$ cat config.mk
export PLATFORM = sky130hd
export DESIGN_NAME = floor_key_range_map_table_top
export DESIGN_NICKNAME = d
export VERILOG_FILES = /design/src/rtl/fkr_pkg.sv /design/src/rtl/fkr_table.sv /design/src/rtl/fkr_match.sv /design/src/rtl/floor_key_range_map_table_top.sv
export SDC_FILE = /design/constraint.sdc
export NUM_CORES = 1
export LEC_CHECK = 0
export BUFFER_PORTS_ARGS = -buffer_cell sky130_fd_sc_hd__buf_2
export CAP_MARGIN = 20
export CORE_MARGIN = 3
export CORE_UTILIZATION = 46
export DETAILED_ROUTE_END_ITERATION = 12
export GPL_TIMING_DRIVEN = 1
export PLACE_DENSITY = 0.7
export RECOVER_POWER = 50
export SYNTH_ARGS = -nofsm -noshare
export SYNTH_HDL_FRONTEND = slang
export SYNTH_SLANG_ARGS = --single-unit
export TNS_END_PERCENT = 20
$ cat constraint.sdc
create_clock -name i_clk -period 5.4 [get_ports i_clk]
set_input_delay 0.27 -clock i_clk [delete_from_list [all_inputs] [get_ports i_clk]]
set_output_delay 0.27 -clock i_clk [all_outputs]
set_load 0.005 [all_outputs]
$ cat src/rtl/fkr_pkg.sv
// ----------------------------------------------------------------------------
// Floor key range map table package
// Shared types, command codes and idle result values for the board table.
// ----------------------------------------------------------------------------
package fkr_pkg;

    localparam int BOARD_COUNT_DEF = 8;

    localparam logic [7:0]        KEY_BAD   = 8'hff;
    localparam logic signed [7:0] FLOOR_BAD = 8'sh7f;
    localparam logic [7:0]        BOARD_BAD = 8'hff;
    localparam logic [15:0]       LAMP_NONE = 16'hffff;

    typedef enum logic [2:0] {
        KIND_ADD = 3'd0,
        KIND_F2K = 3'd1,
        KIND_K2F = 3'd2,
        KIND_F2B = 3'd3,
        KIND_SET = 3'd4,
        KIND_GET = 3'd5
    } t_kind;

    typedef struct packed {
        logic [7:0]        id;
        logic [7:0]        first_key;
        logic signed [7:0] first_floor;
        logic [7:0]        count;
        logic [15:0]       lamps;
    } t_entry;

    typedef struct packed {
        logic              id_hit;
        logic              free;
        logic              range_hit;
        logic              le;
        logic              lt;
        logic              kf_in;
        logic [7:0]        key_val;
        logic signed [7:0] kf_floor;
    } t_match;

endpackage

$ cat src/rtl/fkr_table.sv
// ----------------------------------------------------------------------------
// Board table store
// One write port and one registered read port; entries never written read
// as zero through per-entry valid bits cleared at reset.
// ----------------------------------------------------------------------------
module fkr_table #(
    parameter int BOARD_COUNT = fkr_pkg::BOARD_COUNT_DEF,
    localparam int IDX_W = (BOARD_COUNT > 1) ? $clog2(BOARD_COUNT) : 1
) (
    input  logic               i_clk,
    input  logic               i_rst_n,
    input  logic [IDX_W-1:0]   i_rd_addr,
    output fkr_pkg::t_entry    o_rd_data,
    input  logic               i_wr_en,
    input  logic [IDX_W-1:0]   i_wr_addr,
    input  fkr_pkg::t_entry    i_wr_data
);

    fkr_pkg::t_entry         r_mem [BOARD_COUNT];
    logic [BOARD_COUNT-1:0]  r_valid;
    fkr_pkg::t_entry         r_rd_data;
    logic                    r_rd_valid;

    always_ff @(posedge i_clk) begin
        if (i_wr_en) begin
            r_mem[i_wr_addr] <= i_wr_data;
        end
        r_rd_data <= r_mem[i_rd_addr];
    end

    always_ff @(posedge i_clk) begin
        if (!i_rst_n) begin
            r_valid    <= '0;
            r_rd_valid <= 1'b0;
        end else begin
            if (i_wr_en) begin
                r_valid[i_wr_addr] <= 1'b1;
            end
            r_rd_valid <= r_valid[i_rd_addr];
        end
    end

    assign o_rd_data = r_rd_valid ? r_rd_data : '0;

endmodule

$ cat src/rtl/fkr_match.sv
// ----------------------------------------------------------------------------
// Board entry evaluator
// Compares one table entry against the command in hand: id and free tests,
// floor range test, key and floor arithmetic, and sort position compares.
// ----------------------------------------------------------------------------
module fkr_match (
    input  fkr_pkg::t_entry    i_entry,
    input  logic signed [7:0]  i_floor,
    input  logic [7:0]         i_key,
    input  logic [7:0]         i_id,
    input  logic signed [7:0]  i_new_floor,
    output fkr_pkg::t_match    o_match
);

    logic signed [7:0] w_sf;
    logic signed [7:0] w_ef0;
    logic signed [7:0] w_ef;
    logic [7:0]        w_ef0_u;
    logic              w_floor_pos;
    logic [8:0]        w_key_end;

    assign w_sf        = i_entry.first_floor;
    assign w_ef0_u     = i_entry.first_floor + i_entry.count;
    assign w_ef0       = $signed(w_ef0_u);
    assign w_ef        = (w_sf < 0 && w_ef0 >= 0) ? w_ef0 + 8'sd1 : w_ef0;
    assign w_floor_pos = !i_floor[7] && (i_floor != 8'sd0);
    assign w_key_end   = {1'b0, i_entry.first_key} + {1'b0, i_entry.count};

    always_comb begin
        o_match.id_hit    = (i_entry.id == i_id);
        o_match.free      = (i_entry.id == 8'd0);
        o_match.range_hit = (i_floor != 8'sd0) && (i_floor >= w_sf) && (i_floor <= w_ef);
        o_match.le        = (w_sf <= i_new_floor);
        o_match.lt        = (w_sf < i_new_floor);
        o_match.kf_in     = ({1'b0, i_key} >= {1'b0, i_entry.first_key})
                            && ({1'b0, i_key} < w_key_end);
        o_match.key_val   = 8'(i_floor) - 8'(w_sf)
                            - {7'd0, (w_floor_pos && w_sf < 0)} + i_entry.first_key;
        o_match.kf_floor  = $signed(8'(w_sf) + i_key - i_entry.first_key);
    end

endmodule

$ cat src/rtl/floor_key_range_map_table_top.sv
// ----------------------------------------------------------------------------
// Floor key range map table
// Board table with add, floor/key lookups and lamp word access.
// ----------------------------------------------------------------------------
// The input channel (i_in_valid, o_in_ready) carries one command word; the
// output channel (o_out_valid, i_out_ready) returns one result word for
// every command. Commands are taken one at a time.
// Every command walks the table one entry a cycle through the single read
// port and the shared entry evaluator. An add that moves entries reads each
// entry moved and writes it one place along, then writes the new entry.
// A new command is taken while an earlier result still waits; when the
// receiver stalls, the next result is held back until the word is taken.
// Reset clears the valid bits of the table at once, so every entry reads as
// zero; no clearing pass is needed and a command is taken as soon as reset
// is released.
// ----------------------------------------------------------------------------
module floor_key_range_map_table_top #(
    parameter int BOARD_COUNT = fkr_pkg::BOARD_COUNT_DEF
) (
    input  logic               i_clk,
    input  logic               i_rst_n,
    input  logic               i_in_valid,
    output logic               o_in_ready,
    input  logic [2:0]         i_kind,
    input  logic [7:0]         i_board_id,
    input  logic [7:0]         i_base_key,
    input  logic signed [7:0]  i_base_floor,
    input  logic [7:0]         i_floor_count,
    input  logic [15:0]        i_lamp_word,
    input  logic signed [7:0]  i_floor,
    input  logic [7:0]         i_key,
    output logic               o_out_valid,
    input  logic               i_out_ready,
    output logic               o_ok,
    output logic [7:0]         o_key_out,
    output logic signed [7:0]  o_floor_out,
    output logic [7:0]         o_board_out,
    output logic [15:0]        o_lamp_out
);

    localparam int IDX_W = (BOARD_COUNT > 1) ? $clog2(BOARD_COUNT) : 1;
    localparam logic [IDX_W-1:0] LAST = IDX_W'(BOARD_COUNT - 1);

    typedef enum logic [2:0] {
        S_IDLE,
        S_SCAN,
        S_EVAL,
        S_SH_RD,
        S_SH_WR,
        S_PUT,
        S_DONE
    } t_state;

    t_state             r_state;
    logic [2:0]         r_kind;
    logic [7:0]         r_id;
    logic [7:0]         r_base_key;
    logic signed [7:0]  r_new_floor;
    logic [7:0]         r_count;
    logic [15:0]        r_lamp;
    logic signed [7:0]  r_floor;
    logic [7:0]         r_key;

    logic [IDX_W-1:0]   r_addr;
    logic               r_issue;
    logic               r_dv;
    logic [IDX_W-1:0]   r_didx;
    logic               r_found;
    logic [IDX_W-1:0]   r_free;
    logic [IDX_W-1:0]   r_pos;
    logic [IDX_W-1:0]   r_j;
    logic               r_up;

    logic               r_res_ok;
    logic [7:0]         r_res_key;
    logic signed [7:0]  r_res_floor;
    logic [7:0]         r_res_board;
    logic [15:0]        r_res_lamp;

    logic               r_out_valid;
    logic               r_ok;
    logic [7:0]         r_key_out;
    logic signed [7:0]  r_floor_out;
    logic [7:0]         r_board_out;
    logic [15:0]        r_lamp_out;

    logic [IDX_W-1:0]   w_rd_addr;
    fkr_pkg::t_entry    w_rd_entry;
    logic               w_wr_en;
    logic [IDX_W-1:0]   w_wr_addr;
    fkr_pkg::t_entry    w_wr_data;
    fkr_pkg::t_match    w_match;
    logic               w_accept;

    assign o_in_ready  = (r_state == S_IDLE);
    assign w_accept    = i_in_valid && o_in_ready;
    assign o_out_valid = r_out_valid;
    assign o_ok        = r_ok;
    assign o_key_out   = r_key_out;
    assign o_floor_out = r_floor_out;
    assign o_board_out = r_board_out;
    assign o_lamp_out  = r_lamp_out;

    assign w_rd_addr = (r_state == S_SH_RD) ? r_j : r_addr;

    fkr_table #(
        .BOARD_COUNT (BOARD_COUNT)
    ) u_table (
        .i_clk     (i_clk),
        .i_rst_n   (i_rst_n),
        .i_rd_addr (w_rd_addr),
        .o_rd_data (w_rd_entry),
        .i_wr_en   (w_wr_en),
        .i_wr_addr (w_wr_addr),
        .i_wr_data (w_wr_data)
    );

    fkr_match u_match (
        .i_entry     (w_rd_entry),
        .i_floor     (r_floor),
        .i_key       (r_key),
        .i_id        (r_id),
        .i_new_floor (r_new_floor),
        .o_match     (w_match)
    );

    always_comb begin
        w_wr_en   = 1'b0;
        w_wr_addr = r_didx;
        w_wr_data = w_rd_entry;
        unique case (r_state)
            S_SCAN: begin
                if (r_dv && r_kind == fkr_pkg::KIND_SET && w_match.id_hit) begin
                    w_wr_en         = 1'b1;
                    w_wr_data.lamps = r_lamp;
                end
            end
            S_SH_WR: begin
                w_wr_en   = 1'b1;
                w_wr_addr = r_up ? r_j + 1'b1 : r_j - 1'b1;
            end
            S_PUT: begin
                w_wr_en               = 1'b1;
                w_wr_addr             = r_pos;
                w_wr_data.id          = r_id;
                w_wr_data.first_key   = r_base_key;
                w_wr_data.first_floor = r_new_floor;
                w_wr_data.count       = r_count;
                w_wr_data.lamps       = r_lamp;
            end
            default: begin
            end
        endcase
    end

    always_ff @(posedge i_clk) begin
        if (!i_rst_n) begin
            r_state     <= S_IDLE;
            r_out_valid <= 1'b0;
            r_issue     <= 1'b0;
            r_dv        <= 1'b0;
            r_found     <= 1'b0;
        end else begin
            if (r_out_valid && i_out_ready && r_state != S_DONE) begin
                r_out_valid <= 1'b0;
            end
            unique case (r_state)
                S_IDLE: begin
                    if (w_accept) begin
                        r_kind      <= i_kind;
                        r_id        <= i_board_id;
                        r_base_key  <= i_base_key;
                        r_new_floor <= (i_base_floor == 8'sd0) ? 8'sd1 : i_base_floor;
                        r_count     <= i_floor_count;
                        r_lamp      <= i_lamp_word;
                        r_floor     <= i_floor;
                        r_key       <= i_key;
                        r_addr      <= '0;
                        r_issue     <= 1'b1;
                        r_dv        <= 1'b0;
                        r_found     <= 1'b0;
                        r_free      <= '0;
                        r_pos       <= '0;
                        r_res_ok    <= 1'b0;
                        r_res_key   <= fkr_pkg::KEY_BAD;
                        r_res_floor <= fkr_pkg::FLOOR_BAD;
                        r_res_board <= fkr_pkg::BOARD_BAD;
                        r_res_lamp  <= fkr_pkg::LAMP_NONE;
                        r_state     <= S_SCAN;
                    end
                end
                S_SCAN: begin
                    r_dv   <= r_issue;
                    r_didx <= r_addr;
                    if (r_issue) begin
                        if (r_addr == LAST) begin
                            r_issue <= 1'b0;
                        end else begin
                            r_addr <= r_addr + 1'b1;
                        end
                    end
                    if (r_dv) begin
                        case (r_kind)
                            fkr_pkg::KIND_ADD: begin
                                if (!r_found && w_match.free) begin
                                    r_found <= 1'b1;
                                    r_free  <= r_didx;
                                end else if (r_found ? w_match.lt : w_match.le) begin
                                    r_pos <= r_pos + 1'b1;
                                end
                            end
                            fkr_pkg::KIND_F2K: begin
                                if (!r_found && w_match.range_hit) begin
                                    r_found   <= 1'b1;
                                    r_res_key <= w_match.key_val;
                                end
                            end
                            fkr_pkg::KIND_F2B: begin
                                if (!r_found && w_match.range_hit) begin
                                    r_found     <= 1'b1;
                                    r_res_board <= w_rd_entry.id;
                                end
                            end
                            fkr_pkg::KIND_K2F: begin
                                if (!r_found && w_match.id_hit) begin
                                    r_found     <= 1'b1;
                                    r_res_floor <= w_match.kf_in ? w_match.kf_floor
                                                                 : fkr_pkg::FLOOR_BAD;
                                end
                            end
                            fkr_pkg::KIND_GET: begin
                                if (!r_found && w_match.id_hit) begin
                                    r_found    <= 1'b1;
                                    r_res_lamp <= w_rd_entry.lamps;
                                end
                            end
                            default: begin
                            end
                        endcase
                        if (!r_issue) begin
                            r_state <= S_EVAL;
                        end
                    end
                end
                S_EVAL: begin
                    r_dv <= 1'b0;
                    r_up <= (r_pos < r_free);
                    if (r_kind == fkr_pkg::KIND_ADD && r_found) begin
                        if (r_pos < r_free) begin
                            r_j     <= r_free - 1'b1;
                            r_state <= S_SH_RD;
                        end else if (r_pos > r_free) begin
                            r_j     <= r_free + 1'b1;
                            r_state <= S_SH_RD;
                        end else begin
                            r_state <= S_PUT;
                        end
                    end else begin
                        r_state <= S_DONE;
                    end
                end
                S_SH_RD: begin
                    r_state <= S_SH_WR;
                end
                S_SH_WR: begin
                    if (r_j == r_pos) begin
                        r_state <= S_PUT;
                    end else begin
                        r_j     <= r_up ? r_j - 1'b1 : r_j + 1'b1;
                        r_state <= S_SH_RD;
                    end
                end
                S_PUT: begin
                    r_res_ok <= 1'b1;
                    r_state  <= S_DONE;
                end
                S_DONE: begin
                    if (!r_out_valid || i_out_ready) begin
                        r_out_valid <= 1'b1;
                        r_ok        <= r_res_ok;
                        r_key_out   <= r_res_key;
                        r_floor_out <= r_res_floor;
                        r_board_out <= r_res_board;
                        r_lamp_out  <= r_res_lamp;
                        r_state     <= S_IDLE;
                    end
                end
                default: begin
                    r_state <= S_IDLE;
                end
            endcase
        end
    end

`ifndef SYNTHESIS
    a_write_source: assert property (@(posedge i_clk) disable iff (!i_rst_n)
        w_wr_en |-> ((r_state == S_SCAN && r_kind == fkr_pkg::KIND_SET)
                     || r_state == S_SH_WR || r_state == S_PUT))
        else $error("table written outside lamp update, move or insert");

    a_move_bounds: assert property (@(posedge i_clk) disable iff (!i_rst_n)
        (r_state == S_SH_WR) |-> (r_up ? (r_j >= r_pos && r_j < r_free)
                                       : (r_j <= r_pos && r_j > r_free)))
        else $error("entry move index outside the span being shifted");

    a_accept_scans: assert property (@(posedge i_clk) disable iff (!i_rst_n)
        w_accept |=> (r_state == S_SCAN))
        else $error("accepted command did not start a table walk");

    a_result_from_done: assert property (@(posedge i_clk) disable iff (!i_rst_n)
        $rose(r_out_valid) |-> ($past(r_state) == S_DONE))
        else $error("result word raised outside the completion state");

    a_put_after_add: assert property (@(posedge i_clk) disable iff (!i_rst_n)
        (r_state == S_PUT) |-> (r_kind == fkr_pkg::KIND_ADD && r_found))
        else $error("insert without an add that found a free entry");
`endif

endmodule
==> Word level (Yosys, flattened, before mapping) <==
Memory sizes are Yosys's and may differ from the RTL's. A register that Yosys moved wholly into a read port is not among the register bits.
Cells that the tools add are included.
{ "word_totals": {"reg_bits": 181, "ramBits": 384, "output_inout_bits": 43, "elab_cells": 228, "mem_count": 1} }
{ "memory_table": {"columns": ["name", "depth", "word_bits", "read_ports", "rd_ports_with_merged_regs", "write_ports", "line", "text"], "rows": [
  ["u_table.r_mem", 8, 48, 1, 1, 1, "fkr_table.sv:19", "fkr_pkg::t_entry r_mem [BOARD_COUNT];"]
]} }
{ "op_classes": {"n_eq_ne": 38, "n_addsub": 14, "n_mux": 81, "magnitude_cmp": 13, "bitwise": 1, "reduce_logical": 49} }
{ "ops": {"columns": ["operator", "count"], "rows": [
  ["8-bit 2-to-1 mux", 13],
  ["16-bit 2-to-1 mux", 5],
  ["3-bit 2-to-1 mux", 25],
  ["16-bit case mux with 2 select lines", 2],
  ["48-bit 2-to-1 mux", 1],
  ["8-bit case mux with 2 select lines", 3],
  ["32-bit 2-to-1 mux", 1],
  ["3-bit case mux with 2 select lines", 5],
  ["6-bit AND reduction", 5],
  ["2-bit inequality test (second input constant)", 13],
  ["8-bit adder", 3],
  ["3-bit case mux with 7 select lines", 1],
  ["3-bit == test (second input constant)", 6],
  ["1-bit 2-to-1 mux", 17],
  ["8-bit greater-or-equal comparator", 2],
  ["8-bit less-or-equal comparator", 2],
  ["1-bit logical AND", 16],
  ["8-bit zero test", 2],
  ["8-bit subtractor", 2],
  ["3-bit inequality test (second input constant)", 5],
  ["7-bit AND reduction", 2],
  ["3-bit by 1-bit adder with 3-bit output (second input constant)", 4],
  ["3-bit by 2-bit == test with 1-bit output (second input constant)", 4],
  ["2-bit by 1-bit inequality test with 1-bit output (second input constant)", 5],
  ["32 further kinds", 52]
]} }

==> Logic depth before layout (Yosys ltp) <==
{ "logic_depth": {"word_depth": 12, "ltp_mapped": 21, "mapped_depth_nobuf": 18} }

==> Modules after synthesis <==
A second synthesis with hierarchy kept.
{ "unflattened": {"hier_cells": 1501, "area_unflattened_um2": 25997.4} }
{ "modules_own_cells": {"columns": ["module", "n_inst", "area_per_inst_um2", "seq_area_each_um2", "cells_each"], "rows": [
  ["fkr_table", 1, 16047.9, 12672.2, 695],
  ["floor_key_range_map_table_top", 1, 7108.1, 5094.9, 446],
  ["fkr_match", 1, 2841.5, 0.0, 360]
]} }

==> Least setup slack after synthesis <==
OpenSTA, ideal clock, no wires.
{ "synth_path": {"kind": "flip-flop to flip-flop", "from": "reg u_table.r_rd_valid", "to": "reg r_res_key[0] (enable)", "setup_time_ps": 398, "path_buffers": 3, "t_required_ps": 5002, "stages_incl_launch_ff": 22, "slack_ps": 316, "arrival_time_ps": 4686, "cell_sequence": "dfxtp_1 -> buf_2 -> buf_2 -> clkbuf_1 -> nand2_1 -> inv_1 -> ha_1 -> o21ai_0 -> a31oi_1 -> a41oi_1 -> o21ai_2 -> xor2_1 -> nand2_1 -> mux2i_1 -> ha_1 -> nor2b_1 -> o21a_1 -> o21a_1 -> o21ai_0 -> a221o_1 -> nand3_1 -> o41ai_1"} }
{ "synth_via": {"elab_chain_len": 10, "word_cells_on_any_way": 14} }
{ "synth_rtl": {"columns": ["item", "line", "text"], "rows": [
  ["start, declared", "fkr_table.sv:22", "logic r_rd_valid;"],
  ["start signal, assigned", "fkr_table.sv:39", "r_rd_valid <= r_valid[i_rd_addr];"],
  ["48-bit 2-to-1 mux *", "fkr_table.sv:43", "assign o_rd_data = r_rd_valid ? r_rd_data : '0;"],
  ["8-bit adder", "fkr_match.sv:23", "assign w_ef0_u = i_entry.first_floor + i_entry.count;"],
  ["8-bit by 1-bit greater-or-equal comparator with 1-bit output", "fkr_match.sv:25", "assign w_ef = (w_sf < 0 && w_ef0 >= 0) ? w_ef0 + 8'sd1 : w_ef0;"],
  ["1-bit logical AND", "fkr_match.sv:25", null],
  ["8-bit 2-to-1 mux", "fkr_match.sv:25", null],
  ["8-bit less-or-equal comparator", "fkr_match.sv:32", "o_match.range_hit = (i_floor != 8'sd0) && (i_floor >= w_sf) && (i_floor <= w_ef);"],
  ["1-bit logical AND *", "fkr_match.sv:32", null],
  ["1-bit logical AND *", "floor_key_range_map_table_top.sv:213", "if (!r_found && w_match.range_hit) begin"],
  ["2-bit inequality test (no line) *", null, null],
  ["6-bit AND reduction (no line) *", null, null],
  ["end signal, assigned", "floor_key_range_map_table_top.sv:185", "r_res_key <= fkr_pkg::KEY_BAD;"],
  ["end signal, assigned", "floor_key_range_map_table_top.sv:215", "r_res_key <= w_match.key_val;"],
  ["end, declared", "floor_key_range_map_table_top.sv:75", "logic [7:0] r_res_key;"]
]} }
Every way passes the cells marked *; elsewhere a longest branch is shown, timed or not.
A chain may end at the register's enable or synchronous reset.

==> Final worst setup path <==
Ends and elaborated chain as after synthesis.

==> flow_summary.ini <==
[outcome]
status = complete, but fails checks
failed_checks = max-capacitance violations, max-slew violations

[synth]
syn_area_um2 = 25700
synth_edf_count = 549
synth_warnings = 0
ys_seq_area_share_pct = 69.2
async_reset_ff_share_pct = 0
synth_area_leaders = edfxtp_1 (64%), mux4_2 (8.6%), dfxtp_1 (5.0%)
synthCells = 1573
ys.flop_type = edfxtp_1
synth_top_area_share_pct = 64.2
syn_nets = 1732
synth_cell_types = 69
yosysTopAreaCell = edfxtp_1
syn_area_per_cell_um2 = 16.3
ys_ff_latch = 613

[power_and_ir_drop]
p_clk_share_pct = 39.4
p_sw_share_pct = 22.9
p_seq_share_pct = 51.0
pwr_density_cell_nw_per_um2 = 364
power_frac_comb_pct = 9.6
p_leak_nw = 9.95
ir_worst_vdd_mv = 0.275
switchingPower_mw = 2.49
p_int_mw = 8.38

[worst_setup_path]
crit_arrival_ns = 5.05
critPathLaunchType = flop
r2r_end = r_res_key[0]
cp_cell_sequence = nand2_1, inv_1, ha_1, o21ai_0, a31oi_1, a41oi_1, o21ai_2, xor2_1, nand2_1, mux2i_1, ha_1, nor2b_1, o21a_1, o21a_1, o21ai_0, a221o_1, nand3_1, o41ai_1, buf_4
rr_worst_depth = 19
r2r_slack_ns = 0.67
required_ns = 5.71
critPathMaxStageDelay_ns = 0.54
critical_path_class = flop to flop
reg2reg_from = u_table.r_rd_valid
cp-end-kind = flop
crit_path_top_delay_cell = dfxtp_1
path_max_fanout = 11
path_buf_inv = 2
cpLargestDelayFamily = compound AO/OA/AOI/OAI gates

[detailed_routing]
wl_mm = 55.0
drt-initial-drc-count = 1156
via_per_inst = 5.52
num_vias = 14151
drcViolationCount = 0
ant_nets = 0
firstDrtPassIters = 6
drt-wirelength-per-cell_um = 21.5

[timing]
max_slew_margin_pct = -44.2
finalClockSkew_ns = 0.0441
period_needed_ns = 4.73
setup_viol = 0
hold_ws_ns = 0.0480
final_hold_viol_count = 0
tightest_slew_ns = 2.16
fmax_mhz = 211
fin_tns_setup_ns = 0
fin_crit_sh_pct = 87.6
finalWorstSetupSlack_ns = 0.668
rsz0062_at_grt = false
slew_viol_final = 186

[min_path]
hp-start = i_rst_n
whs_endpoint = u_table.r_valid[5]
hp-class = primary input to flop
hold_depth = 2

[die]
pin_count = 114
rows = 85
design.core.area_um2 = 54600
dieArea_um2 = 58700
fp.dieW_um = 242
die_h_um = 242
initial_utilization_pct = 47.0

[cts]
cts_made_buffers = 61
insertion_delay_ns = 0.65
cts_root_buf = clkbuf_16
postCtsSetupRepairBufs = 0
cts_tree = done
cts_buffer_depth = 3
clock_sinks = 613
h-tree-depth = 2
path_clk_slew_ns = 0.06

[grt]
antenna_found_initial = 0
first_global_vias = 14732
gr-max-usage-layer = met2
use_met1_pct = 26.1
globalRouteMet2Util_pct = 30.8
gr-usage-met3_pct = 3.01
grt_max_degree = 99
track_usage_pct = 18.8
grt_pass1_wl_mm = 85.5
grt-ovfl-total = 0

[placement]
place_inst = 2380
io_buffers = 113
dp_slack_ns = 0.881
dp_hpwl_mm = 33.6
place_area_um2 = 27200
routabilityCongestion = 0.849

[run]
maxCapViolations = 4

[final_layout]
fin_cells = 2564
stdcell_area_um2 = 29900
nets = 1934
drive_gt1_share_pct = 19.5
area.growth.synth_to_final_pct = 16.5
insertedDiodeCount = 0
==> power by group through the flow <==
stage	Combinational [mW]	Sequential [mW]	Clock, mW
6_report	1.05	5.54	4.28
5_1_grt	1.16	5.56	4.55
4_1_cts	1.06	5.54	4.37
3_5_place_dp	1.01	5.63	0
3_3_place_gp	0.995	5.63	0
2_1_floorplan	0.793	5.55	0
==> cells in the final DEF (no fill, tap or decap), types with 9 or more instances in the layout <==
cell             n
buf_4           14
clkinv_2        10
o21ai_0         78
clkbuf_16       61
o21a_1          15
xnor2_1         32
nand2_1        175
buf_2           77
a21oi_1         30
mux2_2          43
mux4_2          98
nor2_1          55
nor3_1          11
edfxtp_1       549
nand3_1         12
ha_1            72
dlygate4sd3_1   68
fa_1            16
nor2b_1         16
a31oi_1         11
a21o_1           9
xor2_1          23
dfxtp_1         64
inv_1           66
clkbuf_1        59
nand2b_1        13
==> synth_stat cells (5+ instances only) <==
master	number
nand3_1	12
buf_2	19
a21o_1	9
o31ai_1	5
nor2_1	59
inv_1	66
ha_1	72
and2_1	12
o21a_1	15
xnor2_1	32
nand4_1	5
mux4_2	98
nand2_1	175
xor2_1	23
nand2b_1	13
nor4_1	6
nor3_1	11
a21oi_1	33
edfxtp_1	549
clkbuf_1	44
nor2b_1	16
dfxtp_1	64
fa_1	16
o21ai_0	78
a31oi_1	11
mux2i_1	9
mux2_2	51
==> registers in the layout, summed over array words and instances (netlist names), 8 cells and up <==
| register | flops |
|---|---|
| u_table.r_mem | 384 |
| u_table.r_rd_data | 48 |
| o_lamp_out | 16 |
| r_lamp | 16 |
| r_res_lamp | 16 |
| o_board_out | 8 |
| o_floor_out | 8 |
| o_key_out | 8 |
| r_base_key | 8 |
| r_count | 8 |
| r_floor | 8 |
| r_id | 8 |
| r_key | 8 |
| r_new_floor | 8 |
| r_res_board | 8 |
| r_res_floor | 8 |
| r_res_key | 8 |
| u_table.r_valid | 8 |
==> logic make-up (layout without fill, tap and decap cells) <==
logic type / Yosys count / count (layout) / synth area share [%]
AND/OR/NAND/NOR: 330 / 330 / 5.96
AO/OA/AOI/OAI: 187 / 187 / 4.47
buffers and inverters: 136 / 388 / 2.18
flip-flops: 613 / 613 / 69.2
multiplexers: 160 / 160 / 11.4
XOR/XNOR: 55 / 55 / 1.88
adder cells (fa/ha/maj): 92 / 92 / 4.92
==> final cells by class <==
class / count / area, µm²
Clock buffer: 85 / 1670
Clock inverter: 28 / 409
Fill cell: 4221 / 24700
Inverter: 67 / 253
Multi-Input combinational cell: 824 / 7410
Sequential cell: 613 / 17800
Tap cell: 739 / 925
Timing Repair Buffer: 208 / 1460
==> worst max-delay path by stage <==
stage / depth (start not counted) / end / from / slack (ns)
floorplan: 21 / r_res_key[0] / u_table.r_rd_valid / 0.32
global placement: 18 / r_res_key[1] / u_table.r_rd_valid / 0.96
detailed placement: 19 / r_res_key[0] / u_table.r_rd_valid / 0.88
CTS: 19 / r_res_key[2] / u_table.r_rd_valid / 0.85
global route: 19 / r_res_key[0] / u_table.r_rd_valid / 0.22
finish: 19 / r_res_key[0] / u_table.r_rd_valid / 0.67
==> per-layer routing <==
| metal | wire, µm | vias to the layer above |
|---|---|---|
| li1 | - | 6401 |
| met1 | 23800 | 7183 |
| met2 | 26700 | 465 |
| met3 | 3060 | 102 |
| met4 | 1470 | 0 |
| met5 | 0 | - |
==> what timing repair did <==
action / 4_1_cts / 5_1_grt
hold buffers: 68 / 0
gates resized for setup: 0 / 0
hold endpoints to repair: 68 / 0
==> through the flow <==
stage / power, mW / util [%]
detailed placement: 6.65 / 49.9
finish: 10.9 / 54.8
CTS: 11.0 / 55.0
floorplan: 6.34 / -
global route: 11.3 / 54.8
global placement: 6.63 / 49.9
Power figures use the tool's default switching activity.
